File: src/rtl/sclru_pkg.sv
// Shared types and codes of the sector cache tag engine.
// Used by sclru_cell, sclru_ctrl and sector_cache_lru_tags_unit.
`timescale 1ns / 1ps
`default_nettype none

package sclru_pkg;

    // Slot index width wide enough for the largest cache (256 entries)
    localparam int IDX_W = 8;
    localparam int TAG_W = 32;
    localparam int AGE_W = 32;
    localparam int CNT_W = 32;
    localparam int SLOT_W = 6;

    localparam logic [1:0] CMD_LOOKUP = 2'd0;
    localparam logic [1:0] CMD_FILL   = 2'd1;
    localparam logic [1:0] CMD_INVAL  = 2'd2;

    typedef enum logic [1:0] {
        WB_STAMP = 2'd0,
        WB_CLEAR = 2'd1,
        WB_FILL  = 2'd2
    } wb_op_t;

    // Search packet that walks the row of cells
    typedef struct packed {
        logic             vld;
        logic             inval;
        logic [TAG_W-1:0] addr;
        logic [AGE_W-1:0] age_ctr;
        logic             found;
        logic [IDX_W-1:0] hidx;
        logic [IDX_W-1:0] vidx;
        logic             vvalid;
        logic [AGE_W-1:0] vdist;
    } pkt_t;

    // Single-entry update broadcast to all cells
    typedef struct packed {
        logic             en;
        wb_op_t           op;
        logic [IDX_W-1:0] idx;
        logic [TAG_W-1:0] tag;
        logic [AGE_W-1:0] age;
    } wb_t;

endpackage

`default_nettype wire

File: src/rtl/sclru_cell.sv
// One cache entry (tag, age, valid) plus one stage of the search chain.
// Depends on sclru_pkg for the packet and update types.
`timescale 1ns / 1ps
`default_nettype none

module sclru_cell #(
    parameter int INDEX = 0
) (
    input  wire                      clk,
    input  wire                      rst_n,
    input  wire sclru_pkg::pkt_t     pkt_in,
    output sclru_pkg::pkt_t          pkt_out,
    input  wire sclru_pkg::wb_t      wb
);

    logic [sclru_pkg::TAG_W-1:0] tag_reg, tag_next;
    logic [sclru_pkg::AGE_W-1:0] age_reg, age_next;
    logic                        valid_reg, valid_next;
    sclru_pkg::pkt_t             pkt_reg, pkt_next;

    logic [sclru_pkg::AGE_W-1:0] age_dist;
    logic                        match;
    logic                        wb_hit;

    assign age_dist = pkt_in.age_ctr - age_reg;
    assign match    = (tag_reg == pkt_in.addr);
    assign wb_hit   = wb.en && (wb.idx == sclru_pkg::IDX_W'(INDEX));

    always_comb
    begin
        pkt_next = pkt_in;
        if (pkt_in.vld && !pkt_in.inval)
        begin
            // first valid match wins
            if (valid_reg && match && !pkt_in.found)
            begin
                pkt_next.found = 1'b1;
                pkt_next.hidx  = sclru_pkg::IDX_W'(INDEX);
            end
            // highest invalid entry, else oldest with ties at lower index
            if (!valid_reg)
            begin
                pkt_next.vidx   = sclru_pkg::IDX_W'(INDEX);
                pkt_next.vvalid = 1'b0;
                pkt_next.vdist  = age_dist;
            end
            else if (pkt_in.vvalid && (age_dist > pkt_in.vdist))
            begin
                pkt_next.vidx  = sclru_pkg::IDX_W'(INDEX);
                pkt_next.vdist = age_dist;
            end
        end
    end

    always_comb
    begin
        tag_next   = tag_reg;
        age_next   = age_reg;
        valid_next = valid_reg;
        if (pkt_in.vld && pkt_in.inval && match)
        begin
            valid_next = 1'b0;
        end
        if (wb_hit)
        begin
            case (wb.op)
                sclru_pkg::WB_STAMP:
                begin
                    age_next = wb.age;
                end
                sclru_pkg::WB_CLEAR:
                begin
                    valid_next = 1'b0;
                end
                sclru_pkg::WB_FILL:
                begin
                    tag_next   = wb.tag;
                    age_next   = wb.age;
                    valid_next = 1'b1;
                end
                default:
                begin
                    valid_next = valid_reg;
                end
            endcase
        end
    end

    always_ff @(posedge clk or negedge rst_n)
    begin
        if (!rst_n)
        begin
            tag_reg   <= '0;
            age_reg   <= '0;
            valid_reg <= 1'b0;
            pkt_reg   <= '0;
        end
        else
        begin
            tag_reg   <= tag_next;
            age_reg   <= age_next;
            valid_reg <= valid_next;
            pkt_reg   <= pkt_next;
        end
    end

    assign pkt_out = pkt_reg;

endmodule

`default_nettype wire

File: config.mk
export PLATFORM = sky130hd
export DESIGN_NAME = sclru_cell
export DESIGN_NICKNAME = d
export VERILOG_FILES = /design/src/rtl/sclru_pkg.sv /design/src/rtl/sclru_cell.sv
export SDC_FILE = /design/constraint.sdc
export NUM_CORES = 1
export LEC_CHECK = 0
export ABC_AREA = 1
export BUFFER_PORTS_ARGS = -buffer_cell sky130_fd_sc_hd__buf_2
export CAP_MARGIN = 30
export CORE_MARGIN = 2
export CORE_UTILIZATION = 52
export CTS_BUF_LIST = sky130_fd_sc_hd__clkbuf_16
export CTS_CLUSTER_SIZE = 12
export DETAILED_ROUTE_END_ITERATION = 10
export PLACE_DENSITY = 0.91
export SLEW_MARGIN = 20
export SYNTH_ARGS = -nofsm -noshare
export SYNTH_HDL_FRONTEND = slang
export SYNTH_SLANG_ARGS = --single-unit
export TNS_END_PERCENT = 30
File: constraint.sdc
create_clock -name clk -period 3.9 [get_ports clk]
set_input_delay 0.195 -clock clk [delete_from_list [all_inputs] [get_ports clk]]
set_output_delay 0.195 -clock clk [all_outputs]
set_load 0.005 [all_outputs]
# Word-level counts from Yosys, hierarchy flattened
# Index checks and enable logic that the tools add are counted.
[op_classes]
add_sub_neg = 1
n_lt_le_gt_ge = 1
eq_ne = 4
mux = 10
reduce_logical = 14
[op_table]
columns = ["operator", "n"]
rows = [
  ["$mux W32", 2],
  ["$mux W50", 1],
  ["$eq A32 B32 Y1", 1],
  ["$gt A32 B32 Y1", 1],
  ["$sub A32 B32 Y32", 1],
  ["$mux W8", 2],
  ["$mux W9", 1],
  ["$logic_not A8 Y1", 1],
  ["$logic_and A1 B1 Y1", 7],
  ["$ne A4 B1 Y1 const B", 1],
  ["$reduce_and A2 Y1", 2],
  ["$mux W1", 3],
  ["$pmux W1 S3", 1],
  ["$eq A2 B1 Y1 const B", 1],
  ["$eq A2 B2 Y1 const B", 1],
  ["$logic_not A1 Y1", 2],
  ["$logic_not A2 Y1", 1],
  ["$reduce_or A2 Y1", 1],
]
[totals]
ff_bits = 181
in_bits = 193
output_inout_bits = 116

# Logic depth before layout (Yosys ltp)
# Gate-level depths: netlist of run 1.
[logic_depth]
ltp_word = 6
mapped_depth = 28
mapped_depth_nobuf = 27

# Worst setup path before layout of run 1
# OpenSTA, ideal clock, no wires.
[synth_timing]
path_kind = "reg-to-reg"
start = "register age_reg[0] in the netlist's numbering"
end = "register pkt_reg (netlist bit pkt_out[31])"
setup_ps = 116
arrival_time_ps = 2794
path_slack_ps = 990
stages_incl_launch_ff = 25
path_buffers = 1
period_less_slack_ps = 2910
path_cell_list = "dfrtp_1 ha_1 inv_1 fa_1 nand3_1 nand2_1 nand2_1 nand2_1 nand2_1 nand2_2 nand2_1 nand2_1 nand2_1 nand2_2 ha_1 nand2_1 nor2_2 nand4_1 nor3_2 a21oi_1 nand2_2 nand2_4 buf_4 nand2_1 nand2_1"
[synth_lines]
columns = ["item", "line_no", "rtl"]
rows = [
  ["start, declared", "sclru_cell.sv:17", "logic [sclru_pkg::AGE_W-1:0] age_reg, age_next;"],
  ["start signal, assigned", "sclru_cell.sv:101", "age_reg <= age_next;"],
  ["end signal, assigned", "sclru_cell.sv:103", "pkt_reg <= pkt_next;"],
  ["end, declared", "sclru_cell.sv:19", "sclru_pkg::pkt_t pkt_reg, pkt_next;"],
]

==> impl_metrics.yaml, run 1 <==
critical_path:
  crit_cells: 27
  regToRegStartpoint: "age_reg[0]$_DFFE_PN0P_"
  critPathMostFrequentCell: "nand2_1"
  required_ns: 4.27
  path_buf_inv: 4
  cp_top_family: "simple AND/OR/NAND/NOR gates"
  critical_path.max_stage_delay_ns: 0.53
  reg2regPathDepth: 24
  cp-start-kind: "primary input"
  crit_start: "pkt_in[50]"
  crit_arrival_ns: 3.99
  rrSetupSlack_ns: 0.36
  critPathKind: "in -> reg"
  critPathCaptureType: "flop"
  r2r_end: "pkt_out[23]$_DFF_PN0_"
  crit_fanout: 20
  cp-endpoint: "pkt_out[23]$_DFF_PN0_"
  cp_slowest_cell: "dlygate4sd3_1"
final_layout:
  nets: 1874
  final_util: 0.735
  drive_gt1_frac: 0.245
  largest_reg_flops: 116
  area_growth_pct: 37.6
yosys:
  ys_ff_latch: 181
  syn_nets: 1439
  syn-cell-area_um2: 9660
  yosys_warnings: 0
  yosysSeqAreaShare: 0.469
  netlist_instances: 1179
  postSynthAreaPerCell_um2: 8.19
  ys_types: 34
sta:
  clock-skew-final_ns: 0.0151
  fmax_ghz: 0.276
  rsz0062_at_grt: "false"
  fin_crit_sh: 0.928
  setup_violations: 0
  final_max_slew_viol_count: 0
  period_minus_slack_ns: 3.62
  setup_tns_ns: 0
  worst_pin_slew_ns: 0.832
  slew-limit-headroom: 0.445
  hold_violations: 0
  fin_ws_ns: 0.279
global_routing:
  grt-ovfl-total: 0
  antenna_found_initial: 4
  grt_pass1_vias: 9980
  grt_usage: 0.320
  grt_pass1_wl_mm: 49.6
  grt_max_degree: 96
drt:
  wl_per_cell_um: 17.1
  via_count: 9727
  drt-initial-drc-count: 459
  ant_nets: 0
  drc: 0
  totalWireLength_mm: 31.8
  avgViaCountPerCell: 5.23
  drt_pass1_iterations: 4
power:
  pwr-share-seq: 0.445
  swShare: 0.283
  clock_power_share: 0.387
  p_leak_nw: 7.54
  combPwrFrac: 0.167
  p_int_mw: 3.22
  p_total_mw: 4.49
  switching_power_mw: 1.27
  powerDensity_nw_per_um2: 338
  peakVddDrop_mv: 0.305
place:
  place_ws_ns: 0.265
  io_buffer_count: 308
  gp_congestion: 0.912
  dp_hpwl_mm: 21.2
clock_network:
  htreeDepth: 4
  clk_pin_slew_worst_paths_ns: 0.07
  clockRootBuffer: "clkbuf_16"
  clock_path_buffers: 2
  clock-sinks: 181
  tritoncts: "built"
  clock_latency_ns: 0.44
  numCtsBuffers: 17
floorplanning:
  rows: 49
  coreArea_um2: 18100
  die-area_um2: 19700
  pin_count: 309
  die-width_um: 140
  die_y_um: 140
  initial_core_util: 0.534
run_status:
  status: "finished clean"
job:
  max_cap_viol_count: 0
hold_path:
  whs_path_depth: 3
  hold_path_class: "in -> reg"
-- worst min-delay path, stage by stage --
cell and delay (ns):
buf_2 0.08, nor2_1 0.04, a21oi_1 0.10
-- routing by layer --
layer,track usage,vias to the layer above,share of wire
met3,0.0711,135,0.070
met5,0,-,0
met4,0.165,0,0.051
li1,-,4566,-
met2,0.566,491,0.50
met1,0.364,4535,0.38
-- worst min path at each step --
| stage | from | to | slack (ns) |
|---|---|---|---|
| detailed placement | rst_n | pkt_out[104]$_DFF_PN0_ | 0.28 |
| finish | wb[30] | age_reg[30]$_DFFE_PN0P_ | 0.01 |
| floorplan | rst_n | age_reg[0]$_DFFE_PN0P_ | -0.10 |
| global route | wb[60] | tag_reg[28]$_DFFE_PN0P_ | 0.01 |
| global placement | rst_n | pkt_out[93]$_DFF_PN0_ | 0.27 |
| CTS | pkt_in[12] | pkt_out[12]$_DFF_PN0_ | 0.0003 |
-- power groups by stage --
stage | Sequential [mW] | Clock, mW | Combinational, mW
after global placement | 2.03 | 0 | 0.603
after CTS | 1.99 | 1.75 | 0.720
after detailed placement | 2.03 | 0 | 0.623
final | 2.00 | 1.74 | 0.751
after floorplan | 2.04 | 0 | 0.287
after global routing | 2.00 | 1.83 | 0.828
-- cell usage after synthesis --
library cell | n | area [µm²]
buf_2 | 5 | 25.0
nand2_4 | 1 | 11.3
nor2_1 | 103 | 387
fa_1 | 1 | 20.0
inv_1 | 189 | 709
nand3b_1 | 2 | 15.0
o21bai_1 | 3 | 22.5
nand2_2 | 7 | 43.8
ha_1 | 66 | 826
o21ai_0 | 28 | 140
xor2_1 | 15 | 131
clkbuf_1 | 9 | 33.8
nor2_4 | 1 | 11.3
nor4_1 | 1 | 6.26
buf_4 | 2 | 15.0
nor3_1 | 6 | 30.0
a21oi_1 | 75 | 375
dfrtp_1 | 181 | 4530
nor2_2 | 3 | 18.8
nor3b_2 | 1 | 12.5
a21o_1 | 2 | 15.0
mux2_2 | 22 | 248
or3_1 | 1 | 6.26
xnor2_1 | 20 | 175
and2_1 | 2 | 12.5
and3_1 | 1 | 6.26
nand3_1 | 72 | 360
nand2_1 | 325 | 1220
buf_6 | 4 | 45.0
o21a_1 | 3 | 22.5
nand4_1 | 13 | 81.3
nor3_2 | 3 | 30.0
a21boi_0 | 1 | 7.51
or2_2 | 11 | 68.8
-- logic make-up after synthesis --
| kind of cell | after synthesis | synth area share |
|---|---|---|
| xor gates and xnor gates | 35 | 0.0317 |
| DFF | 181 | 0.469 |
| AOI/OAI and AO/OA | 112 | 0.0603 |
| muxes | 22 | 0.0256 |
| buffers and inverters | 209 | 0.0857 |
| and+or+nand+nor | 553 | 0.240 |
| adders and majority gates | 67 | 0.0875 |
-- cells in the final DEF (no fill, tap or decap), types with 3 or more instances in the layout --
cell,count
clkbuf_16,17
inv_6,3
nor2_1,103
or2_2,11
nor2_2,3
a21oi_1,75
dlygate4sd3_1,119
inv_8,3
diode_2,4
nor3_1,6
nand2_1,325
nand3_1,71
xor2_1,15
nand2_2,6
o21a_1,3
xnor2_1,20
buf_4,5
clkinv_4,3
buf_2,307
o21ai_0,28
o21bai_1,3
nand4_1,13
nor3_2,3
ha_1,66
dfrtp_1,181
inv_1,190
mux2_2,22
-- layout make-up --
class	instances	area [µm²]
diodes	4	10.0
well taps	229	287
repair buffers	435	2830
inverters	189	709
multi-input cells	790	4330
clock buffers	17	425
flip-flops and latches	181	4530
fillers	1245	4790
clock inverters	15	168
-- what timing repair did --
| action | in CTS | in global routing |
|---|---|---|
| setup buffers | 0 | 2 |
| endpoints found under the hold margin | 204 | 0 |
| resized for setup | 0 | 3 |
| hold buffers | 119 | 0 |
| setup endpoints to repair | 0 | 40 |
-- per-stage QoR --
step / hold WS [ns] / instances / cell area [µm²]
2_1_floorplan: -0.101 / 1179 / 9660
3_3_place_gp: 0.268 / 1701 / 11400
3_5_place_dp: 0.276 / 1701 / 11400
4_1_cts: 0.000333 / 1852 / 13200
5_1_grt: 0.0140 / 1860 / 13300
6_report: 0.0145 / 1860 / 13300
Power figures use the tool's default switching activity.
==> run 2, diff against run 1 <==
--- a/config.mk
+++ b/config.mk
@@ -5,15 +5,16 @@
 export SDC_FILE = /design/constraint.sdc
 export NUM_CORES = 1
 export LEC_CHECK = 0
-export ABC_AREA = 1
+export ABC_AREA = 0
 export BUFFER_PORTS_ARGS = -buffer_cell sky130_fd_sc_hd__buf_2
 export CAP_MARGIN = 30
 export CORE_MARGIN = 2
-export CORE_UTILIZATION = 52
+export CORE_UTILIZATION = 51
 export CTS_BUF_LIST = sky130_fd_sc_hd__clkbuf_16
 export CTS_CLUSTER_SIZE = 12
 export DETAILED_ROUTE_END_ITERATION = 10
 export PLACE_DENSITY = 0.91
+export SKIP_LAST_GASP = 1
 export SLEW_MARGIN = 20
 export SYNTH_ARGS = -nofsm -noshare
 export SYNTH_HDL_FRONTEND = slang
==> impl_metrics.yaml, run 2 <==
sta:
  fin_ws_ns: -0.696
  worst_pin_slew_ns: 0.703
  final_max_slew_viol_count: 0
  hold_violations: 0
  setup_violations: 40
  fmax_ghz: 0.218
  period_minus_slack_ns: 4.60
  fin_crit_sh: 1.18
  clock-skew-final_ns: 0.0141
  slew-limit-headroom: 0.530
  rsz0062_at_grt: "true"
final_layout:
  stdcell_area_um2: 14100
  largest_reg_flops: 116
  multiInputGateArea_um2: 4230
  nets: 1610
  final_cell_mix: "buf_2, dfrtp_1, dlygate4sd3_1"
  seq_area_um2: 4530
  final_util: 0.823
  layout_commonest_cell: "buf_2"
  stdcell_count: 1590
  area_growth_pct: 59.3
  fill_cells: 857
  drive_gt1_frac: 0.427
critical_path:
  reg2regPathDepth: 21
  crit_arrival_ns: 4.91
  r2r_end: "pkt_out[20]$_DFF_PN0_"
  critPathKind: "reg -> reg"
  regToRegStartpoint: "age_reg[0]$_DFFE_PN0P_"
  cp-start-kind: "flop"
  required_ns: 4.21
  rrSetupSlack_ns: -0.70
  critPathCaptureType: "flop"
  crit_fanout: 4
yosys:
  synthMuxAreaShare: 0.0979
  syn_nets: 1038
  synthTopCellsByCount: "dfrtp_1, inv_1, mux2_2"
  synth-edff-count: 0
  yosys_warnings: 0
  ys_types: 57
  synthFlopType: "dfrtp_1"
  synthSimpleGateAreaFrac: 0.0834
  synthArstFlopShare: 1.00
  netlist.area_leader.share: 0.512
  synth_xor_area_frac: 0.0624
  synth_area_leader_cell: "dfrtp_1"
  syn-cell-area_um2: 8840
  synthAdderAreaFrac: 0.0957
  synth_top_family_by_area: "compound AO/OA/AOI/OAI gates"
  synth.area.top_cells: "dfrtp_1, ha_1, mux2_2"
  synth_compound_area_frac: 0.106
  postSynthAreaPerCell_um2: 11.4
  yosysSeqAreaShare: 0.512
  yosysMostFrequentCell: "dfrtp_1"
  ys_ff_latch: 181
  netlist_instances: 778
power:
  pwr-share-seq: 0.414
  peakVddDrop_mv: 0.307
  swShare: 0.298
  powerDensity_nw_per_um2: 344
  p_int_mw: 3.40
  switching_power_mw: 1.44
  p_leak_nw: 7.16
  clock_power_share: 0.368
  combPwrFrac: 0.218
place:
  gp_congestion: 0.938
  placed_area_um2: 11300
  place_inst: 1372
  dp_hpwl_mm: 20.0
  io_buffer_count: 308
floorplanning:
  die-width_um: 136
  initial_core_util: 0.517
  pin_count: 309
  rows: 48
  die_y_um: 136
  coreArea_um2: 17100
  die-area_um2: 18400
drt:
  top_layer: "met4"
  avgViaCountPerCell: 5.61
  wl_met1_mm: 11.7
  drt_pass1_iterations: 7
  totalWireLength_mm: 33.7
  wl_per_cell_um: 21.2
  drt-initial-drc-count: 599
  met3_length_mm: 2.59
  ant_nets: 0
  drc: 0
  wl_met2_mm: 17.2
  via_count: 8913
global_routing:
  grt-ovfl-total: 0
  grt_pass1_wl_mm: 50.0
  grt_max_degree: 126
  antenna_found_initial: 1
  grt_pass1_vias: 9493
  grt_usage: 0.362
hold_path:
  min_from: "wb[48]"
  hold_path_class: "in -> reg"
  hold_path_end: "tag_reg[16]$_DFFE_PN0P_"
  whs_path_depth: 2
clock_network:
  clock_latency_ns: 0.44
  clock_path_buffers: 2
  tritoncts: "built"
  htreeDepth: 4
  clockRootBuffer: "clkbuf_16"
  clock-sinks: 181
  clk_pin_slew_worst_paths_ns: 0.07
  numCtsBuffers: 17
run_status:
  status: "finished with violations"
  violations: "setup timing"
job:
  max_cap_viol_count: 0
-- run 2: cell types whose count changed after synthesis, sizes merged, moves of 16 or more --
cell,change
nand3,-58
inv,-113
xor2,+26
nand2,-291
a21o,+16
mux2,+54
a21oi,-38
nor2b,+20
nor2,-82
-- run 2: critical path, stage by stage, from the launching register on --
cell and delay (ns):
dfrtp_1 0.38, ha_2 0.20, inv_2 0.05, fa_2 0.37, a21o_1 0.19, a221o_1 0.41
a21o_1 0.22, a21oi_4 0.18, o21ai_2 0.09, a21oi_2 0.16, xnor2_1 0.11, ha_1 0.30
nand3_1 0.11, or4_4 0.43, o31a_1 0.29, o221a_2 0.29, buf_6 0.14, buf_12 0.12
buf_16 0.13, buf_4 0.14, nand2_1 0.08, o21ai_1 0.09
-- run 2: power by group through the flow --
stage               combinational [mW]  sequential (mW)  clock (mW)
floorplan                        0.338             2.04           0
global placement                 0.729             2.03           0
detailed placement               0.758             2.03           0
CTS                              0.950             2.00        1.79
global route                      1.13             2.01        1.88
finish                            1.05             2.00        1.78
-- run 2: through the flow --
| step | hold slack [ns] | power (mW) | setup WS (ns) | setup TNS, ns |
|---|---|---|---|---|
| after floorplan | -0.101 | 2.38 | -0.112 | -2.27 |
| after global placement | 0.321 | 2.76 | -0.498 | -16.78 |
| after detailed placement | 0.323 | 2.79 | -0.616 | -21.43 |
| after CTS | 0.00160 | 4.73 | -0.554 | -20.26 |
| after global routing | 0.00234 | 5.02 | -0.830 | -30.41 |
| final | 0.00748 | 4.84 | -0.696 | -23.30 |
-- run 2: timing repair --
item | in CTS | in global routing
gates cloned | 3 | 2
resized for setup | 35 | 33
hold endpoints to repair | 266 | 3
endpoints found under the setup margin | 40 | 40
setup buffers | 24 | 8
hold buffers | 144 | 3
pin swaps | 22 | 24
-- run 2: cell families (layout without fill, tap and decap cells) --
logic type / after synthesis / after routing
AND/OR/NAND/NOR: 147 / 147
adder cells (fa/ha/maj): 67 / 67
flip-flops: 181 / 181
multiplexers: 77 / 77
other: 0 / 2
XOR/XNOR: 63 / 63
AO/OA/AOI/OAI: 144 / 144
buffers and inverters: 99 / 684
-- run 2: area by class of cell --
class / instances / share of cell area
antenna: 2 / 0.000355
clock buffer: 17 / 0.0302
clock inverter: 15 / 0.0145
inverter: 76 / 0.0203
multi-input combinational: 498 / 0.300
sequential: 181 / 0.322
tap: 225 / 0.0200
timing repair buffer: 576 / 0.293
-- run 2: worst max-delay path by stage --
| stage | start | end |
|---|---|---|
| after floorplan | age_reg[0]$_DFFE_PN0P_ | pkt_out[12]$_DFF_PN0_ |
| after global placement | pkt_in[50] | pkt_out[29]$_DFF_PN0_ |
| after detailed placement | pkt_in[50] | pkt_out[31]$_DFF_PN0_ |
| after CTS | age_reg[4]$_DFFE_PN0P_ | pkt_out[28]$_DFF_PN0_ |
| after global routing | age_reg[4]$_DFFE_PN0P_ | pkt_out[20]$_DFF_PN0_ |
| final | age_reg[0]$_DFFE_PN0P_ | pkt_out[20]$_DFF_PN0_ |
-- run 2: metal layers --
| layer | up-vias | global-route usage |
|---|---|---|
| met5 | - | 0 |
| met4 | 0 | 0.237 |
| met3 | 189 | 0.0890 |
| met2 | 585 | 0.634 |
| met1 | 4289 | 0.387 |
| li1 | 3850 | - |
