===== config.mk =====
export PLATFORM = sky130hd
export DESIGN_NAME = sclru_ctrl
export DESIGN_NICKNAME = d
export VERILOG_FILES = /design/src/rtl/sclru_pkg.sv /design/src/rtl/sclru_ctrl.sv
export SDC_FILE = /design/constraint.sdc
export NUM_CORES = 1
export LEC_CHECK = 0
export ABC_AREA = 1
export ABC_CLOCK_PERIOD_IN_PS = 2850
export BUFFER_PORTS_ARGS = -buffer_cell sky130_fd_sc_hd__buf_2
export CAP_MARGIN = 15
export CELL_PAD_IN_SITES_DETAIL_PLACEMENT = 1
export CELL_PAD_IN_SITES_GLOBAL_PLACEMENT = 2
export CORE_ASPECT_RATIO = 0.75
export CORE_MARGIN = 4
export CORE_UTILIZATION = 23
export CTS_CLUSTER_DIAMETER = 150
export DETAILED_ROUTE_END_ITERATION = 10
export GPL_ROUTABILITY_DRIVEN = 0
export GPL_TIMING_DRIVEN = 0
export PLACE_DENSITY_LB_ADDON = 0.1
export RECOVER_POWER = 25
export SLEW_MARGIN = 20
export SYNTH_ARGS = -nofsm -noshare
export SYNTH_HDL_FRONTEND = slang
export SYNTH_SLANG_ARGS = --single-unit

===== constraint.sdc =====
create_clock -name clk -period 2.85 [get_ports clk]
set_input_delay 0.57 -clock clk [delete_from_list [all_inputs] [get_ports clk]]
set_output_delay 0.57 -clock clk [all_outputs]
set_load 0.005 [all_outputs]

===== src/rtl/sclru_pkg.sv =====
// Shared types and codes of the sector cache tag engine.
// Used by sclru_cell, sclru_ctrl and sector_cache_lru_tags_unit.
`timescale 1ns / 1ps
`default_nettype none

package sclru_pkg;

    // Slot index width wide enough for the largest cache (256 entries)
    localparam int IDX_W = 8;
    localparam int TAG_W = 32;
    localparam int AGE_W = 32;
    localparam int CNT_W = 32;
    localparam int SLOT_W = 6;

    localparam logic [1:0] CMD_LOOKUP = 2'd0;
    localparam logic [1:0] CMD_FILL   = 2'd1;
    localparam logic [1:0] CMD_INVAL  = 2'd2;

    typedef enum logic [1:0] {
        WB_STAMP = 2'd0,
        WB_CLEAR = 2'd1,
        WB_FILL  = 2'd2
    } wb_op_t;

    // Search packet that walks the row of cells
    typedef struct packed {
        logic             vld;
        logic             inval;
        logic [TAG_W-1:0] addr;
        logic [AGE_W-1:0] age_ctr;
        logic             found;
        logic [IDX_W-1:0] hidx;
        logic [IDX_W-1:0] vidx;
        logic             vvalid;
        logic [AGE_W-1:0] vdist;
    } pkt_t;

    // Single-entry update broadcast to all cells
    typedef struct packed {
        logic             en;
        wb_op_t           op;
        logic [IDX_W-1:0] idx;
        logic [TAG_W-1:0] tag;
        logic [AGE_W-1:0] age;
    } wb_t;

endpackage

`default_nettype wire


===== src/rtl/sclru_ctrl.sv =====
// Command sequencer: launches searches, applies hit/miss/fill updates,
// keeps the age and hit/miss counters and holds the output register.
// Depends on sclru_pkg.
`timescale 1ns / 1ps
`default_nettype none

module sclru_ctrl #(
    parameter int ENTRIES = 64
) (
    input  wire                       clk,
    input  wire                       rst_n,
    input  wire                       s_tvalid,
    output logic                      s_tready,
    input  wire  [47:0]               s_tdata,
    output logic                      m_tvalid,
    input  wire                       m_tready,
    output logic [71:0]               m_tdata,
    output sclru_pkg::pkt_t           pkt_head,
    input  wire sclru_pkg::pkt_t      pkt_tail,
    output sclru_pkg::wb_t            wb
);

    typedef enum logic [2:0] {
        ST_IDLE = 3'b001,
        ST_SCAN = 3'b010,
        ST_DONE = 3'b100
    } state_t;

    state_t                       state_reg, state_next;
    logic [1:0]                   cmd_reg;
    logic [sclru_pkg::TAG_W-1:0]  addr_reg;
    logic [sclru_pkg::SLOT_W-1:0] fslot_reg;
    logic                         ok_reg;
    sclru_pkg::pkt_t              res_reg;
    logic [sclru_pkg::AGE_W-1:0]  age_ctr_reg, age_ctr_next;
    logic [sclru_pkg::CNT_W-1:0]  hit_cnt_reg, hit_cnt_next;
    logic [sclru_pkg::CNT_W-1:0]  miss_cnt_reg, miss_cnt_next;
    logic                         m_tvalid_reg;
    logic                         out_hit_reg, out_hit_next;
    logic [sclru_pkg::SLOT_W-1:0] out_slot_reg, out_slot_next;

    logic [1:0]                   in_cmd;
    logic                         in_accept;
    logic                         is_scan;
    logic                         load_out;
    logic                         fill_in_range;

    assign in_cmd    = s_tdata[1:0];
    assign s_tready  = (state_reg == ST_IDLE);
    assign in_accept = s_tvalid && s_tready;
    assign is_scan   = in_cmd inside {sclru_pkg::CMD_LOOKUP, sclru_pkg::CMD_INVAL};
    assign load_out  = (state_reg == ST_DONE) && (!m_tvalid_reg || m_tready);
    assign fill_in_range = (9'(fslot_reg) < 9'(ENTRIES));

    always_comb
    begin
        pkt_head         = '0;
        pkt_head.vld     = in_accept && is_scan;
        pkt_head.inval   = (in_cmd == sclru_pkg::CMD_INVAL);
        pkt_head.addr    = s_tdata[33:2];
        pkt_head.age_ctr = age_ctr_reg;
        pkt_head.vvalid  = 1'b1;
    end

    always_comb
    begin
        state_next    = state_reg;
        age_ctr_next  = age_ctr_reg;
        hit_cnt_next  = hit_cnt_reg;
        miss_cnt_next = miss_cnt_reg;
        out_hit_next  = 1'b0;
        out_slot_next = '0;
        wb            = '0;
        wb.op         = sclru_pkg::WB_STAMP;
        case (state_reg)
            ST_IDLE:
            begin
                if (in_accept)
                begin
                    state_next = is_scan ? ST_SCAN : ST_DONE;
                end
            end
            ST_SCAN:
            begin
                if (pkt_tail.vld)
                begin
                    state_next = ST_DONE;
                end
            end
            ST_DONE:
            begin
                if (load_out)
                begin
                    state_next = ST_IDLE;
                    case (cmd_reg)
                        sclru_pkg::CMD_LOOKUP:
                        begin
                            wb.en = 1'b1;
                            if (res_reg.found)
                            begin
                                hit_cnt_next  = hit_cnt_reg + 1'b1;
                                age_ctr_next  = age_ctr_reg + 1'b1;
                                wb.op         = sclru_pkg::WB_STAMP;
                                wb.idx        = res_reg.hidx;
                                wb.age        = age_ctr_next;
                                out_hit_next  = 1'b1;
                                out_slot_next = res_reg.hidx[sclru_pkg::SLOT_W-1:0];
                            end
                            else
                            begin
                                miss_cnt_next = miss_cnt_reg + 1'b1;
                                wb.op         = sclru_pkg::WB_CLEAR;
                                wb.idx        = res_reg.vidx;
                                out_slot_next = res_reg.vidx[sclru_pkg::SLOT_W-1:0];
                            end
                        end
                        sclru_pkg::CMD_FILL:
                        begin
                            out_slot_next = fslot_reg;
                            if (ok_reg && fill_in_range)
                            begin
                                age_ctr_next = age_ctr_reg + 1'b1;
                                wb.en        = 1'b1;
                                wb.op        = sclru_pkg::WB_FILL;
                                wb.idx       = sclru_pkg::IDX_W'(fslot_reg);
                                wb.tag       = addr_reg;
                                wb.age       = age_ctr_next;
                            end
                        end
                        default:
                        begin
                            out_slot_next = '0;
                        end
                    endcase
                end
            end
            default:
            begin
                state_next = ST_IDLE;
            end
        endcase
    end

    always_ff @(posedge clk or negedge rst_n)
    begin
        if (!rst_n)
        begin
            state_reg    <= ST_IDLE;
            age_ctr_reg  <= '0;
            hit_cnt_reg  <= '0;
            miss_cnt_reg <= '0;
            m_tvalid_reg <= 1'b0;
        end
        else
        begin
            state_reg    <= state_next;
            age_ctr_reg  <= age_ctr_next;
            hit_cnt_reg  <= hit_cnt_next;
            miss_cnt_reg <= miss_cnt_next;
            if (load_out)
            begin
                m_tvalid_reg <= 1'b1;
            end
            else if (m_tready)
            begin
                m_tvalid_reg <= 1'b0;
            end
        end
    end

    // payload registers: command capture, search result, output word
    always_ff @(posedge clk)
    begin
        if (in_accept)
        begin
            cmd_reg   <= in_cmd;
            addr_reg  <= s_tdata[33:2];
            fslot_reg <= s_tdata[39:34];
            ok_reg    <= s_tdata[40];
        end
        if ((state_reg == ST_SCAN) && pkt_tail.vld)
        begin
            res_reg <= pkt_tail;
        end
        if (load_out)
        begin
            out_hit_reg  <= out_hit_next;
            out_slot_reg <= out_slot_next;
        end
    end

    assign m_tvalid = m_tvalid_reg;
    assign m_tdata  = {1'b0, miss_cnt_reg, hit_cnt_reg, out_slot_reg, out_hit_reg};

endmodule

`default_nettype wire


# == After elaboration in Yosys (flattened, before gate mapping) ==
# Index checks and enable logic that the tools add are counted.
# Widths: inputs -> output; s select.
# op_classes
n_eq_ne,10
add_sub_neg,3
n_reduce_logical,16
n_bitwise,1
n_mux,21
# ops
cell,count
$mux 75,3
$mux 32,4
$pmux 32 s2,2
$add 32x1->32 const B,3
$pmux 11 s2,1
$mux 3,4
$pmux 6 s2,1
$mux 9,1
$pmux 3 s3,1
$ne 2x2->1 const B,4
$reduce_and 4->1,2
$mux 6,1
$reduce_bool 2->1,3
$reduce_and 5->1,1
$logic_and 1x1->1,4
$logic_not 2->1,2
$eq 3x1->1 const B,1
$eq 3x2->1 const B,1
$eq 3x3->1 const B,1
$mux 1,3
$reduce_and 3->1,1
$eq 2x1->1 const B,1
$eq 2x2->1 const B,1
$ne 2x1->1 const B,1
4 further kinds,4
# word_totals
wordCells,65
in_bits,168
regBits,165

# == Longest topological paths before layout ==
# Gate-level depths: netlist of run 1.
# depth
word_depth,5
ltp_mapped,11

# == Worst setup path before layout of run 1 ==
# No wires, ideal clock.
# synth_path
path_kind,register to register
from,register state_reg[0]
to,register addr_reg[0] in the netlist's numbering (enable)
arrival_ns,2.425
slack_ns,-0.014
synth_period_minus_slack_ns,2.864
stages_incl_launch_ff,3
required_ns,2.411
path_cell_list,dfstp_2 -> nand3_1 -> nor2_1
# synth_via
elab_chain_len,2
# synth_rtl
element,line_no,text
start: declaration,sclru_ctrl.sv:29,"state_t state_reg, state_next;"
start signal: assignment,sclru_ctrl.sv:156,state_reg <= state_next;
$eq 3x1->1,sclru_ctrl.sv:49,assign s_tready = (state_reg == ST_IDLE);
$logic_and 1x1->1,sclru_ctrl.sv:50,assign in_accept = s_tvalid && s_tready;
net in_accept,sclru_ctrl.sv:43,logic in_accept;
end signal: assignment,sclru_ctrl.sv:177,addr_reg <= s_tdata[33:2];
end: declaration,sclru_ctrl.sv:31,logic [sclru_pkg::TAG_W-1:0] addr_reg;
# The timed path passes the listed nets, and every way through them passes these cells.
# A chain may end at the register's enable or synchronous reset.

==> impl_results.md, run 1 <==
- Status: complete, no violations
- RR Startpoint: state_reg[1]
- Clock Skew: 0.0103 ns
- Design area: 12400 um2
- Leakage dissipation: 0.00622 uW
- Nets: 1766
- Hold WC Path Type: input port to flop
- Clk pin slew, worst setup/hold paths: about 0.080 ns
- Via/cell ratio: around 4
- CP Class: flop to output port
- Final cell count without fillers: ~2100
- Root buffer cell: clkbuf_16
- Dpl cells: 2092
- Count of flip-flops with a built-in enable after synthesis: 65
- Post-synth cell types: 33
- CTS Buf Count: 17
- Routed vias: 8705
- Htree depth: 4
- Clock Tree Buf Depth: 2
- Total gr overflow: 0
- Overall routing resource usage: 16.0%
- Worst slew margin: a little under a fifth
- Setup-failing EPs final: 0
- # fillers: 4963
- Pin count of the biggest net entering global routing: 59
- Area Growth Syn to Fin: 31.9%
- Final Util: between 30 and 40%
- Initial antenna violation count: 3
- Share of cells above drive strength 1: 26.9%
- Iter 0 DRT Violations: 385
- Seq/Total Area, Yosys: 47.4%
- Residual DRC count: 0
- # rows: 63
- CP startpoint kind: flop
- FMAX: 370 MHz
- Top layer in use: met4
- Worst setup EP type: output port
- Number of max-cap violations: 0
- Cell Pwr Density: around 520 nW/um2
- Worst Hold Depth: 1
- Hold Vio Cnt, Final: 0
- Synth Flop Type: dfrtp_1
- Hold Path Sink: fslot_reg[2]
- Most used cell, CP: nor2_4
- Synth area leader: dfrtp_1
- R2R setup slack: roughly 0.84 ns
- Die Span Y: 183 um
- Tightest Pin Transition: 1.22 ns
- Die area: 44200 um2
- Async S/R FF share, synth: about three fifths
- Switching share of power: between 30% and 40%
- Slowest cell on crit path: dfrtp_1
- I/O pin count: about 430
- Crit path required time: 2.28 ns
- Net switching power: just over 2000 uW
- Met2 WL: 15300 um
- DP Area: 11700 um2
- Antenna-violating nets left: 0
- Slowest stage delay, CP: 0.41 ns
- Min-delay src: s_tdata[36]
- P_int: 4440 uW
- Pre-Repair DR Iteration Count: 4
- R2R Path End: miss_cnt_reg[16]
- Syn avg cell area: 7.56 um2
- Final worst-path cycle share: between 90% and 100%
- Largest cells by area after synthesis: dfrtp_1 26%, edfxtp_1 21%, nand2_1 18%
- DRT Wirelength: around 35000 um
- Starting density of the core: between 20% and 30%
- Clk_lat worst skew: roughly 0.45 ns
- Post-synthesis cell area: 9410 um2
- CP max FO: 10
- Worst-path cell chain: nor2_4 > nand2_4 > nor2_4 > nand2_2 > nand2_4 > inv_2 > buf_6 > buf_6 > nor2_4 > buf_2
- TritonCTS clock tree: done
- Power share of the combinational group: roughly 16%
- Met1 Routed Length: roughly 17000 um
- Met3 routed WL: 2210 um
- Post-synth top area share: 26.3%
- Clock share of power: roughly two fifths
- Wire per inst: roughly 17 um
- Worst R2R Path Depth: 9
- Vias in the first global route: 9055
- Post-DP HPWL: between 20000 and 30000 um
- Port bufs: 276
- Count leader, synth: nand2_1
- First-pass GRT wire length: about 55000 um
- Reg power frac: 45.4%
- Clock sink total: 165
- CORE AREA: 40000 um2
- Power Total: between 6000 and 7000 uW
- Cell count after synthesis: 1244
- Final Max Slew Viols: 0
- Yosys reg bits: roughly 170
- Commonest cells in the netlist: 441 x nand2_1, 214 x nor2_1, 131 x inv_1, 99 x dfrtp_1, 87 x buf_4
- Synthesis Warnings: 0
- Chip width: between 200 and 250 um
- Tmin final: roughly 2.7 ns
- Max IR drop VDD: 0.429 mV
- Worst EP arrival: 2.13 ns
power groups by stage:
stage	clock network, uW	logic [uW]	registers (uW)
2_1_floorplan	0	515	2940
3_3_place_gp	0	929	2970
3_5_place_dp	0	1020	2970
4_1_cts	2600	1030	2940
5_1_grt	2690	1160	2970
6_report	2500	1030	2930
cell families (layout without fill, tap and decap cells):
family                     count (synthesis)  count (layout)  share of synthesized area [%]
other                                      2              55                         0.0798
xor gates and xnor gates                  42              42                           3.91
and+or+nand+nor                          759             759                           32.7
buffers and inverters                    237             551                           13.3
DFF                                      165             165                           47.4
AOI/OAI and AO/OA                         35              35                           2.14
adders and majority gates                  4               4                          0.532
area by class of cell:
class | count | area, um2 | area share, %
flip-flops and latches | 165 | 4460 | 36.0
multi-input cells | 891 | 3980 | 32.1
repair buffers | 283 | 1430 | 11.6
plain buffers | 101 | 746 | 6.01
well taps | 520 | 651 | 5.25
inverters | 135 | 512 | 4.13
clock buffers | 17 | 425 | 3.43
clock inverters | 15 | 185 | 1.49
diodes | 4 | 10.0 | 0.0807
worst max path at each step:
stage / from / slack (ns) / end
after floorplan: m_tready / 0.63 / wb[0]
after global placement: rst_n / -0.33 / hit_cnt_reg[19]
after detailed placement: m_tready / -0.15 / wb[2]
after CTS: cmd_reg[1] / -0.0005 / wb[2]
after global routing: cmd_reg[1] / -0.005 / wb[16]
final: state_reg[1] / 0.15 / wb[2]
through the flow:
step	TNS (ns)	hold slack [ns]	worst slack [ns]
floorplan	0	0.274	0.628
finish	0	0.290	0.146
CTS	-0.000493	0.0497	-0.000493
detailed placement	-0.877	0.495	-0.147
global route	-0.00515	0.258	-0.00515
global placement	-31.31	0.489	-0.333
what timing repair did:
item,in CTS,in global routing
buffers inserted,2,2
hold buffers,0,0
resized for setup,11,25
endpoints found under the setup margin,33,31
pin swaps,2,1
worst max-delay path, delay by kind of cell, from the launching register on:
kind                   cells  cell delay (ns)
and+or+nand+nor            6             0.79
buffers and inverters      4             0.48
DFF                        1             0.41
placed cells by master, fill, tap and decap left out, types with 7 or more instances in the layout:
cell,synthesis,layout
a21oi_1,7,7
buf_2,7,247
buf_4,87,92
clkbuf_1,5,35
clkbuf_16,0,17
conb_1,2,51
dfrtp_1,99,95
edfxtp_1,65,65
inv_1,131,131
nand2_1,441,436
nand3_1,55,54
nand3b_1,13,13
nor2_1,214,200
nor2_2,14,22
nor2_4,3,9
nor3_1,9,9
o21ai_0,11,11
o21ai_1,8,8
xnor2_1,19,19
xor2_1,23,23
metal layers:
metal | track usage [%] | up-vias
met5 | 0 | -
met4 | 3.97 | 0
met3 | 5.19 | 21
met2 | 24.0 | 173
met1 | 22.4 | 4119
li1 | - | 4392
No activity file was read; power rests on OpenSTA's default activity.
==> run 2: changes to the inputs <==
ABC_AREA = unset   (was 1)
CORE_UTILIZATION = 24   (was 23)
==> impl_results.md, run 2 <==
- Status: finished with violations
- Violated checks: capacitance limit, slew limit, setup timing
- Syn avg cell area: 10.7 um2 (+42%)
- Setup WS pre-CTS: -0.662 ns (-0.515 ns)
- Seq/Total Area, Yosys: 53.3% (+5.9 points)
- Count leader, synth: dfrtp_1
- Synthesis Warnings: 0 (unchanged)
- CP startpoint kind: flop
- Count of flip-flops with a built-in enable after synthesis: 65 (unchanged)
- Synth area leader: dfrtp_1
- TritonCTS clock tree: done
- GRT met3 Usage: 3.65% (-1.5 points)
- Final Max Slew Viols: 35 (+35)
- Pin count of the biggest net entering global routing: 68 (+15%)
- Clk_lat worst skew: 0.45 ns (about the same)
- Root buffer cell: clkbuf_16
- Number of max-cap violations: 1 (+1)
- Antenna-violating nets left: 0 (unchanged)
- Htree depth: 4 (unchanged)
- Routed vias: 6734 (-23%)
- Iter 0 DRT Violations: 295 (-23%)
- Initial antenna violation count: 1 (-2)
- Overall routing resource usage: 15.2% (-0.84 points)
- CORE AREA: 34000 um2 (-15%)
- Most used routing layer in global routing: met2
- Tightest Pin Transition: 1.97 ns (+0.747 ns)
- Commonest cells in the netlist: 99 x dfrtp_1, 84 x buf_4, 72 x xnor2_1, 65 x edfxtp_1, 65 x nor2_1
- Starting density of the core: 24.6% (+1.1 points)
- Met1 usage: 21.0% (-1.4 points)
- Slowest stage delay, CP: 0.59 ns (+0.18 ns)
- CTS Buf Count: 17 (unchanged)
- Yosys reg bits: 165 (unchanged)
- Via/cell ratio: 4.18 (+2.4%)
- Post-DP HPWL: 22000 um (-23%)
- Wire per inst: 17.9 um (+7.6%)
- Met2 Resource Use GR: 23.9% (-0.19 points)
- Leakage dissipation: 0.00536 uW (-14%)
- Cell count after synthesis: 780 (-37%)
- DRT Wirelength: 28800 um (-19%)
- Footprint of the multi-input gates: 3610 um2 (-9.2%)
- CP Class: flop to output port
- Worst setup EP type: output port
- Cell Pwr Density: 510 nW/um2 (-2.0%)
- Fin worst setup slack: -0.212 ns (-0.358 ns)
- Die Span Y: 170 um (-7.4%)
- Clock Skew: 0.0144 ns (+0.00407 ns)
- Max IR drop VDD: 0.230 mV (-46%)
- I/O pin count: 433 (unchanged)
- Final worst-path cycle share: 107% (+13 points)
- Port bufs: 276 (unchanged)
- Share of cells above drive strength 1: 43.4% (+17 points)
- # fillers: 3903 (-21%)
- Vias in the first global route: 7062 (-22%)
- R2R setup slack: 0.13 ns (-0.71 ns)
- Most common cell after layout, fill and taps aside: buf_2
- Setup-failing EPs final: 63 (+63)
- Total gr overflow: 0 (unchanged)
- FMAX: 327 MHz (-12%)
- Hold slack: 0.292 ns (+0.00163 ns)
- Reg area: 4470 um2 (+0.11%)
- Setup TNS: -6.58 ns (-6.58 ns)
- Clock Tree Buf Depth: 2 (unchanged)
- Chip width: 223 um (-7.5%)
- Worst EP arrival: 2.49 ns (+0.36 ns)
- Worst slew margin: -31.4% (-50 points)
- Async S/R FF share, synth: 60.6% (unchanged)
- Post-synth cell types: 44 (+33%)
- Hold Vio Cnt, Final: 0 (unchanged)
- Crit path required time: 2.28 ns (about the same)
- Area Growth Syn to Fin: 43.5%
- Final Util: 35.3% (+4.3 points)
- CP max FO: 5 (-5)
- Clock sink total: 165 (unchanged)
- First-pass GRT wire length: 44300 um (-19%)
- # rows: 58 (-7.9%)
- Post-synthesis cell area: 8360 um2 (-11%)
- RSZ-0062 raised after global routing: true
- Antenna diode count: 0 (-4)
- Nets: 1319 (-25%)
- Power Total: 6120 uW (-5.2%)
- Residual DRC count: 0 (unchanged)
- Commonest cells after routing, fill and taps aside: 211 x buf_2, 108 x buf_4, 91 x dfrtp_1
- Pre-Repair DR Iteration Count: 4 (unchanged)
- Synth Flop Type: dfrtp_1
- Die area: 37900 um2 (-14%)
- Slowest cell on crit path: or4_4
- Tmin final: 3.06 ns (+0.358 ns)
- Post-synth top area share: 29.6% (+3.3 points)
- Largest cells by area after synthesis: dfrtp_1 30%, edfxtp_1 23%, buf_4 7.5%
- Clk pin slew, worst setup/hold paths: 0.07 ns (about the same)
- Worst-path cell chain: buf_6 > or3b_4 > or4_4 > or4_4 > nand2_4 > buf_6
- Hold WC Path Type: input port to flop
## run 2: report_power, final
part	leakage [uW]	switching (uW)	internal [uW]	total [uW]
clock	0.000302	1050	1470	2520
sequential	0.00185	144	2680	2830
combinational	0.00321	423	348	771
## run 2: kinds of logic after synthesis
logic type / count (synthesis) / share of synthesized area, %
other: 2 / 0.0899
muxes: 9 / 1.12
xor gates and xnor gates: 121 / 12.7
adders and majority gates: 4 / 0.599
AOI/OAI and AO/OA: 24 / 1.56
buffers and inverters: 118 / 9.37
and+or+nand+nor: 337 / 21.3
DFF: 165 / 53.3
## run 2: area by class of cell
type | count | share of cell area, %
Buffer | 98 | 6.72
Multi-Input combinational cell | 546 | 30.1
Timing Repair Buffer | 310 | 15.7
Clock inverter | 15 | 1.69
Tap cell | 450 | 4.69
Sequential cell | 165 | 37.2
Inverter | 9 | 0.282
Clock buffer | 17 | 3.55
## run 2: through the flow
step | area, um2 | std cells
after detailed placement | 10600 | 1560
final | 12000 | 1610
after global routing | 12000 | 1610
after global placement | 10500 | 1555
after CTS | 11800 | 1607
after floorplan | 8540 | 829
## run 2: repair_timing
item,in CTS,in global routing
endpoints found under the setup margin,99,78
setup buffers,19,6
cloned,4,0
gates resized for setup,116,61
hold buffers,0,0
pin swaps,43,15
## run 2: worst paths after layout
check / from / cells past startpoint / to
min in group asynchronous: rst_n / 1 / hit_cnt_reg[30]
setup / recovery: state_reg[2] / 6 / wb[31]
setup reg to reg: state_reg[2] / 8 / age_ctr_reg[30]
hold reg to reg: miss_cnt_reg[31] / 1 / miss_cnt_reg[31]
hold / removal: pkt_tail[37] / 1 / res_reg[37]
max in group asynchronous: rst_n / 2 / age_ctr_reg[18]
## run 2: worst max-delay path: cells and delay by family, from the launching register on
kind | cells | cell delay, ns
flops | 1 | 0.34
buf+inv | 2 | 0.19
simple gates | 4 | 1.51
## run 2: layer usage
layer	routed length [um]	part of all wire (%)
met1	13700	47
met2	13400	47
met3	1340	4.7
met4	361	1.3
met5	0	0
==> run 3: changes to the inputs <==
ABC_CLOCK_PERIOD_IN_PS = 3100   (was 2850)
BUFFER_PORTS_ARGS = unset   (was -buffer_cell sky130_fd_sc_hd__buf_2)
CORE_UTILIZATION = 30   (was 24)
DONT_BUFFER_PORTS = 1   (was unset)
clock period = 3.1 ns   (was 2.85 ns; I/O delays follow)
==> impl_results.md, run 3 (same netlist as run 2, synthesis figures left out) <==
- Top delay family on crit path: simple AND/OR/NAND/NOR gates
- Area Growth Syn to Fin: 20.6%
- Buffers & Inverters on Critical Path: 0 (-2)
- CORE AREA: 27200 um2 (-20%)
- Die Span Y: 153 um (-10%)
- Setup-failing EPs final: 0 (-100%)
- Slowest cell on crit path: or4_4
- Clock Tree Buf Depth: 2 (unchanged)
- RSZ-0062 raised after global routing: true
- # rows: 52 (-10%)
- Worst slew margin: -58.2% (-27 points)
- CP max FO: 4 (-1)
- Hold Vio Cnt, Final: 0 (unchanged)
- Pre-Repair DR Iteration Count: 4 (unchanged)
- Pin count of the biggest net entering global routing: 100 (+47%)
- Most used cell, CP: or4_4
- Antenna-violating nets left: 0 (unchanged)
- Overall routing resource usage: 16.5% (+1.3 points)
- Chip width: 201 um (-10%)
- Crit path required time: 2.48 ns (+0.20 ns)
- Htree depth: 4 (unchanged)
- Max IR drop VDD: 0.364 mV (+58%)
- First-pass GRT wire length: 39300 um (-11%)
- Vias in the first global route: 6267 (-11%)
- Worst setup EP type: output port
- FMAX: 328 MHz
- Fin worst setup slack: 0.0532 ns (+0.265 ns)
- Iter 0 DRT Violations: 265 (-10%)
- Share of cells above drive strength 1: 25.6% (-18 points)
- Die area: 30600 um2 (-19%)
- Most common cell after layout, fill and taps aside: buf_4
- Final Max Slew Viols: 100 (+190%)
- Clock Skew: 0.0139 ns (-0.000532 ns)
- Starting density of the core: 30.7% (+6.1 points)
- Clock sink total: 165 (unchanged)
- Final worst-path cycle share: a little over nine tenths
- CTS Buf Count: 17 (unchanged)
- Setup WS pre-CTS: -0.213 ns (+0.449 ns)
- Leakage dissipation: 0.00403 uW (-25%)
- I/O pin count: 433 (unchanged)
- Worst EP arrival: 2.43 ns (-0.06 ns)
- Min-delay src: s_tdata[26]
- Hold slack: 0.277 ns (-0.0150 ns)
- Commonest cells after routing, fill and taps aside: 112 x buf_4, 97 x dfrtp_1, 72 x xnor2_1
- Total gr overflow: 0 (unchanged)
- Antenna diode count: 0 (unchanged)
- Status: finished with violations
- Root buffer cell: clkbuf_16
- Clk_lat worst skew: 0.44 ns (about the same)
- Number of max-cap violations: 1 (unchanged)
- Worst Setup SP: state_reg[1]
- Residual DRC count: 0 (unchanged)
- Slowest stage delay, CP: 0.58 ns (about the same)
- Initial antenna violation count: 1 (unchanged)
- Violated checks: capacitance limit, slew limit
- Tmin final: slightly above 3 ns
- CP startpoint kind: flop
- Routed vias: 5875 (-13%)
- Post-DP HPWL: 19000 um (-14%)
- CP Class: flop to output port
- Via/cell ratio: 4.75 (+14%)
- Port bufs: 0 (-100%)
- Worst-path cell chain: or3b_4 > or4_4 > or4_4 > nand2_4
- Wire per inst: 20.6 um (+15%)
- TritonCTS clock tree: done
- Tightest Pin Transition: 2.37 ns (+0.402 ns)
- Hold WC Path Type: input port to flop
- Nets: 1044 (-21%)
- Clk pin slew, worst setup/hold paths: 0.08 ns (about the same)
- RR Startpoint: res_reg[49]
- DRT Wirelength: 25500 um (-11%)
- Cell Pwr Density: 533 nW/um2 (+4.6%)
-- run 3: timing repair --
action | CTS | global route
cloned | 0 | 1
pin swaps | 9 | 10
setup buffers | 11 | 15
hold buffers | 2 | 0
resized for setup | 63 | 21
hold endpoints to repair | 99 | 0
endpoints found under the setup margin | 67 | 61
-- run 3: path summary, 6_finish.rpt --
kind / to / cells past startpoint / slack, ns
max: wb[31] / 4 / 0.05
min: addr_reg[24] / 0 / 0.28
max reg2reg: miss_cnt_reg[17] / 6 / 0.30
min reg2reg: miss_cnt_reg[31] / 1 / 0.50
max in group asynchronous: age_ctr_reg[17] / 1 / 0.63
min in group asynchronous: state_reg[0] / 1 / 0.71
-- run 3: layout make-up --
class | count | area [um2]
multi-input combinational | 547 | 3520
fill | 3021 | 17100
timing repair buffer | 30 | 238
tap | 351 | 439
buffer | 102 | 777
clock inverter | 15 | 186
clock buffer | 17 | 425
sequential | 165 | 4460
inverter | 9 | 33.8
-- run 3: where the power goes --
group	internal, uW	switching, uW	total (uW)
Combinational	230	336	566
Clock	1160	1050	2210
Sequential	2460	133	2600
Total	3860	1510	5370
-- run 3: metrics by stage --
stage	std cells	utilization [%]	setup TNS, ns	total power, uW	area, um2
after detailed placement	1182	33.2	-6.69	3130	9030
after global routing	1236	37.0	-0.0326	5650	10100
final	1236	37.0	0	5370	10100
after floorplan	829	-	0	2960	8540
after global placement	1180	33.0	-6.26	3110	8980
after CTS	1224	36.6	-0.441	5460	9940
-- run 3: layer usage --
layer / global-route usage [%] / routed length [um]
met1: 21.3 / 11100
met2: 25.5 / 11700
met3: 7.51 / 2440
met4: 3.64 / 226
met5: 0 / 13
